**config.mk**
```make
export PLATFORM = sky130hd
export DESIGN_NAME = sensor_pulse_frame_decoder_top
export DESIGN_NICKNAME = d
export VERILOG_FILES = /design/src/hdl/spfd_pkg.sv /design/src/hdl/spfd_pulse_class.sv /design/src/hdl/sensor_pulse_frame_decoder_top.sv
export SDC_FILE = /design/constraint.sdc
export NUM_CORES = 1
export LEC_CHECK = 0
export BUFFER_PORTS_ARGS = -buffer_cell sky130_fd_sc_hd__buf_2
export CORE_MARGIN = 5
export CORE_UTILIZATION = 30
export CTS_BUF_LIST = sky130_fd_sc_hd__clkbuf_8
export CTS_CLUSTER_DIAMETER = 100
export DETAILED_ROUTE_END_ITERATION = 16
export PLACE_DENSITY_LB_ADDON = 0.12
export SLEW_MARGIN = 20
export SYNTH_ARGS = -nofsm -noshare
export SYNTH_HDL_FRONTEND = slang
export SYNTH_SLANG_ARGS = --single-unit
```
**constraint.sdc**
```tcl
create_clock -name clk -period 7.35 [get_ports clk]
set_input_delay 1.47 -clock clk [delete_from_list [all_inputs] [get_ports clk]]
set_output_delay 1.47 -clock clk [all_outputs]
set_load 0.05 [all_outputs]
```
**src/hdl/spfd_pkg.sv**
```systemverilog
// ----------------------------------------------------------------------------
// spfd_pkg
// Shared types and constants for the sensor pulse frame decoder.
// ----------------------------------------------------------------------------
`default_nettype none

package spfd_pkg;

  // Field widths.
  localparam int DUR_W    = 16;
  localparam int WORD_W   = 16;
  localparam int CSUM_W   = 8;
  localparam int STATUS_W = 3;
  localparam int COUNT_W  = 6;
  localparam int INDEX_W  = 2;

  // Frame layout: data pulses after the lead, and where each field starts.
  localparam int DATA_PULSES = 40;
  localparam logic [COUNT_W-1:0] COUNT_MAX  = 6'd63;
  localparam logic [COUNT_W-1:0] TEMP_START = 6'd16;
  localparam logic [COUNT_W-1:0] CSUM_START = 6'd32;

  // Result status codes.
  localparam logic [STATUS_W-1:0] ST_OK          = 3'd0;
  localparam logic [STATUS_W-1:0] ST_LENGTH      = 3'd1;
  localparam logic [STATUS_W-1:0] ST_HUMIDITY    = 3'd2;
  localparam logic [STATUS_W-1:0] ST_TEMPERATURE = 3'd3;
  localparam logic [STATUS_W-1:0] ST_CHECKSUM    = 3'd4;
  localparam logic [STATUS_W-1:0] ST_MISMATCH    = 3'd5;

  // Configuration register indexes.
  localparam logic [INDEX_W-1:0] REG_ONE_LOW   = 2'd0;
  localparam logic [INDEX_W-1:0] REG_ONE_HIGH  = 2'd1;
  localparam logic [INDEX_W-1:0] REG_ZERO_LOW  = 2'd2;
  localparam logic [INDEX_W-1:0] REG_ZERO_HIGH = 2'd3;

  // Reset values of the window registers.
  localparam logic [DUR_W-1:0] ONE_LOW_RST   = 16'd110;
  localparam logic [DUR_W-1:0] ONE_HIGH_RST  = 16'd140;
  localparam logic [DUR_W-1:0] ZERO_LOW_RST  = 16'd70;
  localparam logic [DUR_W-1:0] ZERO_HIGH_RST = 16'd100;

  // Decode windows handed to the pulse classifier.
  typedef struct packed {
    logic [DUR_W-1:0] one_low;
    logic [DUR_W-1:0] one_high;
    logic [DUR_W-1:0] zero_low;
    logic [DUR_W-1:0] zero_high;
  } windows_t;

  // Outcome of classifying one pulse.
  typedef struct packed {
    logic good;
    logic bit_value;
  } pulse_class_t;

endpackage

`default_nettype wire

```
**src/hdl/spfd_pulse_class.sv**
```systemverilog
// ----------------------------------------------------------------------------
// spfd_pulse_class
// Sorts one pulse duration into a one bit, a zero bit or a bad pulse.
// ----------------------------------------------------------------------------
`default_nettype none

module spfd_pulse_class (
  input  wire logic [spfd_pkg::DUR_W-1:0] duration,
  input  wire spfd_pkg::windows_t         windows,
  output spfd_pkg::pulse_class_t          result
);

  logic in_one;
  logic in_zero;

  // Both windows are open on each side; the one window wins when they overlap.
  assign in_one  = (duration > windows.one_low) && (duration < windows.one_high);
  assign in_zero = (duration > windows.zero_low) && (duration < windows.zero_high);

  assign result.good      = in_one || in_zero;
  assign result.bit_value = in_one;

endmodule

`default_nettype wire

```
**src/hdl/sensor_pulse_frame_decoder_top.sv**
```systemverilog
// ----------------------------------------------------------------------------
// sensor_pulse_frame_decoder_top
// Decodes a frame of pulse durations into humidity and temperature words.
// ----------------------------------------------------------------------------
// The block takes one pulse duration per cycle while in_stall is low, with no
// gaps needed. An accepted word is captured in an input register, then
// classified against the windows and shifted into the frame state; for the
// word marked frame_end the status and both words are loaded into the result
// register instead, with out_valid, when that word leaves the input register.
// The first LEAD_PULSES pulses of a frame are skipped and the following 40 are
// decoded MSB first. Input stalls only while a finished result waits in the
// result register and the next frame end needs it. Window registers are
// written through the cfg port, which is always ready; the user must write
// them only while the block is idle, as the block does not enforce this.
`default_nettype none

module sensor_pulse_frame_decoder_top #(
  parameter int LEAD_PULSES = 3
) (
  input  wire logic                              clk,
  input  wire logic                              rst,
  // Pulse input channel.
  input  wire logic                              in_valid,
  output logic                                   in_stall,
  input  wire logic [spfd_pkg::DUR_W-1:0]        pulse_duration,
  input  wire logic                              frame_end,
  // Result channel.
  output logic                                   out_valid,
  input  wire logic                              out_stall,
  output logic [spfd_pkg::STATUS_W-1:0]          status,
  output logic [spfd_pkg::WORD_W-1:0]            humidity_word,
  output logic [spfd_pkg::WORD_W-1:0]            temperature_word,
  // Configuration write channel.
  input  wire logic                              cfg_valid,
  output logic                                   cfg_ready,
  input  wire logic [spfd_pkg::INDEX_W-1:0]      cfg_index,
  input  wire logic [spfd_pkg::DUR_W-1:0]        cfg_data
);

  localparam logic [spfd_pkg::COUNT_W-1:0] LEAD_CNT =
    spfd_pkg::COUNT_W'(LEAD_PULSES);
  localparam logic [spfd_pkg::COUNT_W-1:0] FRAME_CNT =
    spfd_pkg::COUNT_W'(LEAD_PULSES + spfd_pkg::DATA_PULSES);

  // Window registers.
  spfd_pkg::windows_t windows;

  // Input register.
  logic                         in_full;
  logic [spfd_pkg::DUR_W-1:0]   in_duration;
  logic                         in_last;

  // Frame state.
  logic [spfd_pkg::COUNT_W-1:0]  pulse_count;
  logic [spfd_pkg::WORD_W-1:0]   humidity_shift;
  logic [spfd_pkg::WORD_W-1:0]   temperature_shift;
  logic [spfd_pkg::CSUM_W-1:0]   checksum_shift;
  logic [spfd_pkg::STATUS_W-1:0] first_error;

  logic [spfd_pkg::COUNT_W-1:0]  pulse_count_next;
  logic [spfd_pkg::WORD_W-1:0]   humidity_shift_next;
  logic [spfd_pkg::WORD_W-1:0]   temperature_shift_next;
  logic [spfd_pkg::CSUM_W-1:0]   checksum_shift_next;
  logic [spfd_pkg::STATUS_W-1:0] first_error_next;
  logic [spfd_pkg::STATUS_W-1:0] status_next;

  spfd_pkg::pulse_class_t        pclass;
  logic [spfd_pkg::COUNT_W-1:0]  data_pos;
  logic [spfd_pkg::STATUS_W-1:0] field_code;
  logic                          is_data;
  logic [spfd_pkg::CSUM_W-1:0]   byte_sum;

  logic out_free;
  logic in_move;
  logic take;

  // Handshake: the input register drains unless a frame end meets a full result.
  assign out_free  = !out_valid || !out_stall;
  assign in_move   = !in_full || !in_last || out_free;
  assign take      = in_full && in_move;
  assign in_stall  = !in_move;
  assign cfg_ready = 1'b1;

  // Configuration writes.
  always_ff @(posedge clk) begin
    if (rst) begin
      windows.one_low   <= spfd_pkg::ONE_LOW_RST;
      windows.one_high  <= spfd_pkg::ONE_HIGH_RST;
      windows.zero_low  <= spfd_pkg::ZERO_LOW_RST;
      windows.zero_high <= spfd_pkg::ZERO_HIGH_RST;
    end else if (cfg_valid && cfg_ready) begin
      unique case (cfg_index)
        spfd_pkg::REG_ONE_LOW:   windows.one_low   <= cfg_data;
        spfd_pkg::REG_ONE_HIGH:  windows.one_high  <= cfg_data;
        spfd_pkg::REG_ZERO_LOW:  windows.zero_low  <= cfg_data;
        spfd_pkg::REG_ZERO_HIGH: windows.zero_high <= cfg_data;
        default:                 windows.one_low   <= windows.one_low;
      endcase
    end
  end

  // Input register.
  always_ff @(posedge clk) begin
    if (rst) begin
      in_full <= 1'b0;
    end else if (in_move) begin
      in_full <= in_valid;
    end
  end

  always_ff @(posedge clk) begin
    if (in_move && in_valid) begin
      in_duration <= pulse_duration;
      in_last     <= frame_end;
    end
  end

  spfd_pulse_class u_pulse_class (
    .duration (in_duration),
    .windows  (windows),
    .result   (pclass)
  );

  // Position of the pulse within the data section and the field it feeds.
  assign is_data  = (pulse_count >= LEAD_CNT) && (pulse_count < FRAME_CNT);
  assign data_pos = pulse_count - LEAD_CNT;

  always_comb begin
    priority if (data_pos < spfd_pkg::TEMP_START) begin
      field_code = spfd_pkg::ST_HUMIDITY;
    end else if (data_pos < spfd_pkg::CSUM_START) begin
      field_code = spfd_pkg::ST_TEMPERATURE;
    end else begin
      field_code = spfd_pkg::ST_CHECKSUM;
    end
  end

  // Frame state update for the pulse in the input register.
  always_comb begin
    humidity_shift_next    = humidity_shift;
    temperature_shift_next = temperature_shift;
    checksum_shift_next    = checksum_shift;
    first_error_next       = first_error;
    if (is_data) begin
      if (!pclass.good) begin
        if (first_error == spfd_pkg::ST_OK) begin
          first_error_next = field_code;
        end
      end else begin
        unique case (field_code)
          spfd_pkg::ST_HUMIDITY:
            humidity_shift_next = {humidity_shift[spfd_pkg::WORD_W-2:0], pclass.bit_value};
          spfd_pkg::ST_TEMPERATURE:
            temperature_shift_next =
              {temperature_shift[spfd_pkg::WORD_W-2:0], pclass.bit_value};
          default:
            checksum_shift_next = {checksum_shift[spfd_pkg::CSUM_W-2:0], pclass.bit_value};
        endcase
      end
    end
    pulse_count_next = (pulse_count < spfd_pkg::COUNT_MAX) ?
                       pulse_count + 6'd1 : pulse_count;
  end

  // Byte sum of the four data bytes, kept to eight bits.
  assign byte_sum = humidity_shift_next[15:8] + humidity_shift_next[7:0]
                  + temperature_shift_next[15:8] + temperature_shift_next[7:0];

  // Status in order of priority: length, first bad field, checksum.
  always_comb begin
    priority if (pulse_count_next != FRAME_CNT) begin
      status_next = spfd_pkg::ST_LENGTH;
    end else if (first_error_next != spfd_pkg::ST_OK) begin
      status_next = first_error_next;
    end else if (byte_sum != checksum_shift_next) begin
      status_next = spfd_pkg::ST_MISMATCH;
    end else begin
      status_next = spfd_pkg::ST_OK;
    end
  end

  // Frame state registers; a frame end returns them to zero.
  always_ff @(posedge clk) begin
    if (rst) begin
      pulse_count       <= '0;
      humidity_shift    <= '0;
      temperature_shift <= '0;
      checksum_shift    <= '0;
      first_error       <= spfd_pkg::ST_OK;
    end else if (take) begin
      if (in_last) begin
        pulse_count       <= '0;
        humidity_shift    <= '0;
        temperature_shift <= '0;
        checksum_shift    <= '0;
        first_error       <= spfd_pkg::ST_OK;
      end else begin
        pulse_count       <= pulse_count_next;
        humidity_shift    <= humidity_shift_next;
        temperature_shift <= temperature_shift_next;
        checksum_shift    <= checksum_shift_next;
        first_error       <= first_error_next;
      end
    end
  end

  // Result register.
  always_ff @(posedge clk) begin
    if (rst) begin
      out_valid <= 1'b0;
    end else if (take && in_last) begin
      out_valid <= 1'b1;
    end else if (out_valid && !out_stall) begin
      out_valid <= 1'b0;
    end
  end

  always_ff @(posedge clk) begin
    if (take && in_last) begin
      status <= status_next;
      if (status_next == spfd_pkg::ST_OK) begin
        humidity_word    <= humidity_shift_next;
        temperature_word <= temperature_shift_next;
      end else begin
        humidity_word    <= '0;
        temperature_word <= '0;
      end
    end
  end

endmodule

`default_nettype wire
```
==> report_table.html <==
<table>
<tr><th>Metric</th><th>Value</th></tr>
<tr><th colspan="2">Setup path</th></tr>
<tr><td>Startpoint type of the worst setup path</td><td>flip-flop</td></tr>
<tr><td>Crit path required time</td><td>7.69 ns</td></tr>
<tr><td>Critical path, cell by cell</td><td>ha_1, and4_1, nor4b_2, a21bo_2, o211ai_1, nand3_1, a21oi_4, buf_4, mux2i_1, fa_1, inv_1, fa_1, ha_1, nor2b_1, o21ai_0, a21boi_0, o21a_1, o21ai_0, nand3_1, mux2_2, a22oi_1, o2111ai_4, buf_12, nor2_2</td></tr>
<tr><td>Startpoint-to-endpoint class of the critical path</td><td>reg -&gt; reg</td></tr>
<tr><td>Max incr delay on CP</td><td>0.49 ns</td></tr>
<tr><td>Maximum fanout count along the critical path</td><td>31</td></tr>
<tr><td>Slowest CP cell</td><td>sky130_fd_sc_hd__edfxtp_1</td></tr>
<tr><td>Worst reg2reg path startpoint</td><td>in_duration[10]</td></tr>
<tr><td>Critical path launch point</td><td>in_duration[10]</td></tr>
<tr><td>Endpoint class of the critical path</td><td>flip-flop</td></tr>
<tr><td>Crit path DAT</td><td>7.15 ns</td></tr>
<tr><th colspan="2">Floorplan</th></tr>
<tr><td>Top-Level Pins</td><td>78</td></tr>
<tr><td>Core Footprint</td><td>30350 sq um</td></tr>
<tr><td>Horizontal die dimension</td><td>184.8 um</td></tr>
<tr><td>Starting utilization of the core area</td><td>between 30 and 40%</td></tr>
<tr><td>Num rows</td><td>64</td></tr>
<tr><td>Area enclosed by the die boundary</td><td>34140 sq um</td></tr>
<tr><td>Vertical die dimension</td><td>184.8 um</td></tr>
<tr><th colspan="2">Placed design</th></tr>
<tr><td>Number of placed cells counting well taps</td><td>1448</td></tr>
<tr><td>Sum of net half-perimeters after detailed placement</td><td>roughly 18000 um</td></tr>
<tr><td>Placed Instance Area</td><td>10020 sq um</td></tr>
<tr><td>GPL Wtd Cong</td><td>0.8183</td></tr>
<tr><td>Number of input and output port buffers inserted</td><td>76</td></tr>
<tr><th colspan="2">Cells and area</th></tr>
<tr><td>Share of cells above drive strength 1</td><td>17.83%</td></tr>
<tr><td>Final instance count without filler cells</td><td>~1500</td></tr>
<tr><td>Cell area after layout</td><td>approximately 10000 sq um</td></tr>
<tr><td>Layout area overhead</td><td>14.01%</td></tr>
<tr><td>Number of filler cells placed in the layout</td><td>3132</td></tr>
<tr><td>Nets</td><td>between 1000 and 1500</td></tr>
<tr><td>Diodes inserted</td><td>0</td></tr>
<tr><td>Final core area utilization</td><td>34.42%</td></tr>
<tr><th colspan="2">Clock tree</th></tr>
<tr><td>Root buffer cell</td><td>sky130_fd_sc_hd__clkbuf_8</td></tr>
<tr><td>Worst-Skew Late Latency</td><td>0.48 ns</td></tr>
<tr><td>TritonCTS clock tree</td><td>yes</td></tr>
<tr><td>Number of sinks on the clock net</td><td>167</td></tr>
<tr><td>Clock buffer count from CTS</td><td>17</td></tr>
<tr><td>Clock slew seen by the registers of the worst setup and hold paths</td><td>between 0.1 and 0.15 ns</td></tr>
<tr><td>Cts-stage hold buffer count</td><td>0</td></tr>
<tr><td>H-Tree Depth</td><td>4</td></tr>
<tr><td>Max Root-Sink Buffers</td><td>2</td></tr>
<tr><th colspan="2">Logic synthesis</th></tr>
<tr><td>Synthesized-area fraction occupied by xor and xnor cells</td><td>about 1.6%</td></tr>
<tr><td>Number of storage elements in the synthesis netlist</td><td>approximately 170</td></tr>
<tr><td>Post-synth ARST share</td><td>0%</td></tr>
<tr><td>Area share of fa/ha/maj cells after synthesis</td><td>12.37%</td></tr>
<tr><td>Post-synthesis cell count</td><td>1005</td></tr>
<tr><td>Sequential-to-total area share from yosys stat</td><td>42.16%</td></tr>
<tr><td>Number of flops mapped to enable cells by yosys</td><td>52</td></tr>
<tr><td>Fraction of the mapped netlist area in compound gates</td><td>15.91%</td></tr>
<tr><td>Portion of synthesized cell area occupied by the leading cell type</td><td>between 20% and 30%</td></tr>
<tr><td>Main combinational cell family by area after synthesis</td><td>simple AND/OR/NAND/NOR gates</td></tr>
<tr><td>Distinct cell type count after synthesis</td><td>71</td></tr>
<tr><td>Largest cells by area after synthesis</td><td>sky130_fd_sc_hd__dfxtp_1, sky130_fd_sc_hd__edfxtp_1, sky130_fd_sc_hd__ha_1, sky130_fd_sc_hd__nand2_1, sky130_fd_sc_hd__a21oi_1</td></tr>
<tr><td>Multiplexer fraction of the synthesized cell area</td><td>under 10%</td></tr>
<tr><td>Post-synthesis instance area</td><td>9164 sq um</td></tr>
<tr><td>Simple-gate portion of the synthesized area</td><td>18.23%</td></tr>
<tr><td>Post-Synthesis Net Count</td><td>1129</td></tr>
<tr><td>Top cell type by total area after synthesis</td><td>sky130_fd_sc_hd__dfxtp_1</td></tr>
<tr><td>Most used flip-flop cell after synthesis</td><td>sky130_fd_sc_hd__dfxtp_1</td></tr>
<tr><td>Mean post-synth cell area</td><td>9.118 sq um</td></tr>
<tr><td>Warnings from Yosys</td><td>0</td></tr>
<tr><th colspan="2">STA</th></tr>
<tr><td>Worst Max-Slew Pin Slew</td><td>1.042 ns</td></tr>
<tr><td>Total count of max-transition violations in the final report</td><td>0</td></tr>
<tr><td>Final hold vios</td><td>0</td></tr>
<tr><td>Layout Skew</td><td>0.02569 ns</td></tr>
<tr><td>Slew headroom</td><td>between 30% and 40%</td></tr>
<tr><td>Fin Hold WS</td><td>0.4590 ns</td></tr>
<tr><td>Setup repair after global routing missed its margin</td><td>false</td></tr>
<tr><td>Setup-failing EPs final</td><td>0</td></tr>
<tr><td>Sum Neg Setup Slack</td><td>0 ns</td></tr>
<tr><td>Final critical-path share of the clock period</td><td>92.63%</td></tr>
<tr><td>Maximum operating frequency</td><td>0.1469 GHz</td></tr>
<tr><td>Post-route minimum period</td><td>6.808 ns</td></tr>
<tr><th colspan="2">Detailed routing</th></tr>
<tr><td>Met2 wire length</td><td>12670 um</td></tr>
<tr><td>First-pass iteration count of the detailed router</td><td>5</td></tr>
<tr><td>Routed Antenna Nets</td><td>0</td></tr>
<tr><td>Via density</td><td>roughly 4.8</td></tr>
<tr><td>Via count of the routed design</td><td>7115</td></tr>
<tr><td>Detailed-route wire length per cell</td><td>~17 um</td></tr>
<tr><td>Detailed-route DRC error count</td><td>0</td></tr>
<tr><td>Met3 routed wirelength</td><td>about 760 um</td></tr>
<tr><td>DRT Wirelength</td><td>25170 um</td></tr>
<tr><td>Topmost layer with routed signal wires</td><td>met5</td></tr>
<tr><td>Initial drt markers</td><td>316</td></tr>
<tr><td>DRT met1 WL</td><td>11290 um</td></tr>
<tr><th colspan="2">Pwr</th></tr>
<tr><td>Power density normalized to cell area</td><td>175.8 nW/um^2</td></tr>
<tr><td>Internal power component</td><td>between 1 and 1.5 mW</td></tr>
<tr><td>Switching power of the nets</td><td>roughly 550 uW</td></tr>
<tr><td>Leakage power of the design</td><td>4.056 nW</td></tr>
<tr><td>Part of the total power dissipated in combinational logic</td><td>9.4%</td></tr>
<tr><td>Worst supply voltage drop on vdd</td><td>0.08116 mV</td></tr>
<tr><td>Sequential group share of total power</td><td>53.6%</td></tr>
<tr><td>Clock network fraction of total power</td><td>~37%</td></tr>
<tr><td>Switching fraction of total power</td><td>30.20%</td></tr>
<tr><th colspan="2">Hold path</th></tr>
<tr><td>Min-Delay Startpoint</td><td>windows[32]</td></tr>
<tr><td>Worst min-delay path category</td><td>reg -&gt; reg</td></tr>
<tr><th colspan="2">Global route</th></tr>
<tr><td>Grt total ovfl</td><td>0</td></tr>
<tr><td>Wire length of the first global-routing pass</td><td>39270 um</td></tr>
<tr><td>Initial antenna violation count</td><td>1</td></tr>
<tr><td>Vias in the first global route</td><td>6966</td></tr>
<tr><td>Global routing usage summed across all routing layers</td><td>approximately 15%</td></tr>
<tr><td>Pin count of the biggest net entering global routing</td><td>62</td></tr>
<tr><th colspan="2">Run status</th></tr>
<tr><td>Result of the run</td><td>finished clean</td></tr>
<tr><th colspan="2">Run</th></tr>
<tr><td>Max-cap check violation count</td><td>0</td></tr>
</table>
[stage by stage]
stage,worst slack [ns],total power [mW]
detailed placement,0.4245,1.182
global route,0.05514,1.930
finish,0.5416,1.837
global placement,0.5120,1.182
CTS,0.3780,1.868
floorplan,0.8911,1.115
[Yosys cell counts (3+ instances only)]
cell	number
sky130_fd_sc_hd__nor2b_1	10
sky130_fd_sc_hd__and3_1	5
sky130_fd_sc_hd__nor2_2	17
sky130_fd_sc_hd__a22oi_1	34
sky130_fd_sc_hd__nand3b_1	4
sky130_fd_sc_hd__o211ai_1	6
sky130_fd_sc_hd__dfxtp_1	115
sky130_fd_sc_hd__nor3_1	12
sky130_fd_sc_hd__a211o_1	12
sky130_fd_sc_hd__a41oi_1	5
sky130_fd_sc_hd__xnor2_1	11
sky130_fd_sc_hd__and2_1	4
sky130_fd_sc_hd__ha_1	73
sky130_fd_sc_hd__nand2_1	136
sky130_fd_sc_hd__clkbuf_1	37
sky130_fd_sc_hd__xor2_1	6
sky130_fd_sc_hd__nand2b_1	5
sky130_fd_sc_hd__mux2_2	15
sky130_fd_sc_hd__nand3_1	11
sky130_fd_sc_hd__nor3b_1	5
sky130_fd_sc_hd__o21a_1	5
sky130_fd_sc_hd__or3_1	5
sky130_fd_sc_hd__fa_1	11
sky130_fd_sc_hd__buf_2	4
sky130_fd_sc_hd__inv_1	84
sky130_fd_sc_hd__o21ai_0	24
sky130_fd_sc_hd__nor2_1	91
sky130_fd_sc_hd__a21oi_1	99
sky130_fd_sc_hd__o22ai_1	3
sky130_fd_sc_hd__o31ai_1	3
sky130_fd_sc_hd__mux2i_1	19
sky130_fd_sc_hd__edfxtp_1	52
sky130_fd_sc_hd__nor4_1	3
sky130_fd_sc_hd__a211oi_1	8
sky130_fd_sc_hd__buf_6	3
sky130_fd_sc_hd__nor2b_2	13
sky130_fd_sc_hd__nand4_1	7
sky130_fd_sc_hd__and4_1	5
sky130_fd_sc_hd__a31oi_1	4
[kinds of logic after synthesis]
family,after synthesis
AND/OR/NAND/NOR,345
AO/OA/AOI/OAI,225
flip-flops,167
buffers and inverters,132
adder cells (fa/ha/maj),84
multiplexers,34
XOR/XNOR,17
other,1
[cell usage in the layout, fill, tap and decap left out, types with 6 or more instances in the layout]
cell,instances
sky130_fd_sc_hd__a211oi_1,8
sky130_fd_sc_hd__nand4_1,7
sky130_fd_sc_hd__ha_1,73
sky130_fd_sc_hd__nand3_1,11
sky130_fd_sc_hd__xor2_1,6
sky130_fd_sc_hd__nor2_2,19
sky130_fd_sc_hd__dfxtp_1,115
sky130_fd_sc_hd__o21ai_0,24
sky130_fd_sc_hd__inv_1,84
sky130_fd_sc_hd__a22oi_1,34
sky130_fd_sc_hd__a211o_1,12
sky130_fd_sc_hd__mux2i_1,19
sky130_fd_sc_hd__nor2b_1,10
sky130_fd_sc_hd__a21oi_1,98
sky130_fd_sc_hd__nor2_1,88
sky130_fd_sc_hd__xnor2_1,11
sky130_fd_sc_hd__nor2b_2,13
sky130_fd_sc_hd__nand2_1,136
sky130_fd_sc_hd__buf_4,22
sky130_fd_sc_hd__o211ai_1,6
sky130_fd_sc_hd__nor3_1,12
sky130_fd_sc_hd__clkbuf_8,17
sky130_fd_sc_hd__edfxtp_1,52
sky130_fd_sc_hd__fa_1,11
sky130_fd_sc_hd__mux2_2,15
sky130_fd_sc_hd__buf_2,75
[sequential cells by signal, summed over array words and instances, names as in the netlist, 6 cells and up]
| signal | count |
|---|---|
| humidity_shift | 16 |
| checksum_shift | 8 |
| in_duration | 16 |
| temperature_shift | 16 |
| temperature_word | 16 |
| pulse_count | 6 |
| windows | 64 |
| humidity_word | 16 |
[power groups by stage]
stage	logic (mW)	clock network, mW	registers (mW)
floorplan	0.107	0	1.01
global placement	0.175	0	1.01
detailed placement	0.176	0	1.01
CTS	0.176	0.707	0.985
global route	0.196	0.746	0.988
finish	0.172	0.680	0.984
[critical path, delay by kind of cell, from the launching register on]
family / cells / cell delay, ns
muxes: 2 / 0.60
and+or+nand+nor: 6 / 1.23
DFF: 1 / 0.49
AOI/OAI and AO/OA: 9 / 2.20
adders and majority gates: 4 / 1.58
buffers and inverters: 3 / 0.53
[worst paths after layout]
path	to	slack (ns)	depth (start not counted)
hold / removal	windows[32]	0.46	2
setup reg to reg	humidity_word[7]	0.54	24
setup / recovery	humidity_word[7]	0.54	24
hold reg to reg	windows[32]	0.46	2
[final cells by class]
type	count	area, sq um	area share [%]
sequential	167	3864	36.98
multi-input combinational	706	4815	46.08
clock inverter	15	160.2	1.533
clock buffer	17	234.0	2.240
timing repair buffer	98	560.5	5.365
inverter	85	319.1	3.054
tap	396	495.5	4.743
[timing repair]
item | 4_1_cts | 5_1_grt
endpoints found under the hold margin | 0 | 0
setup endpoints to repair | 0 | 34
buffers inserted | 0 | 4
resized for setup | 0 | 1
[per-layer routing]
metal	vias to the layer above	track usage, %
met3	27	3.005
met1	3341	18.37
li1	3646	-
met5	-	0
met4	2	4.081
met2	99	26.25
Power figures use the tool's default switching activity.
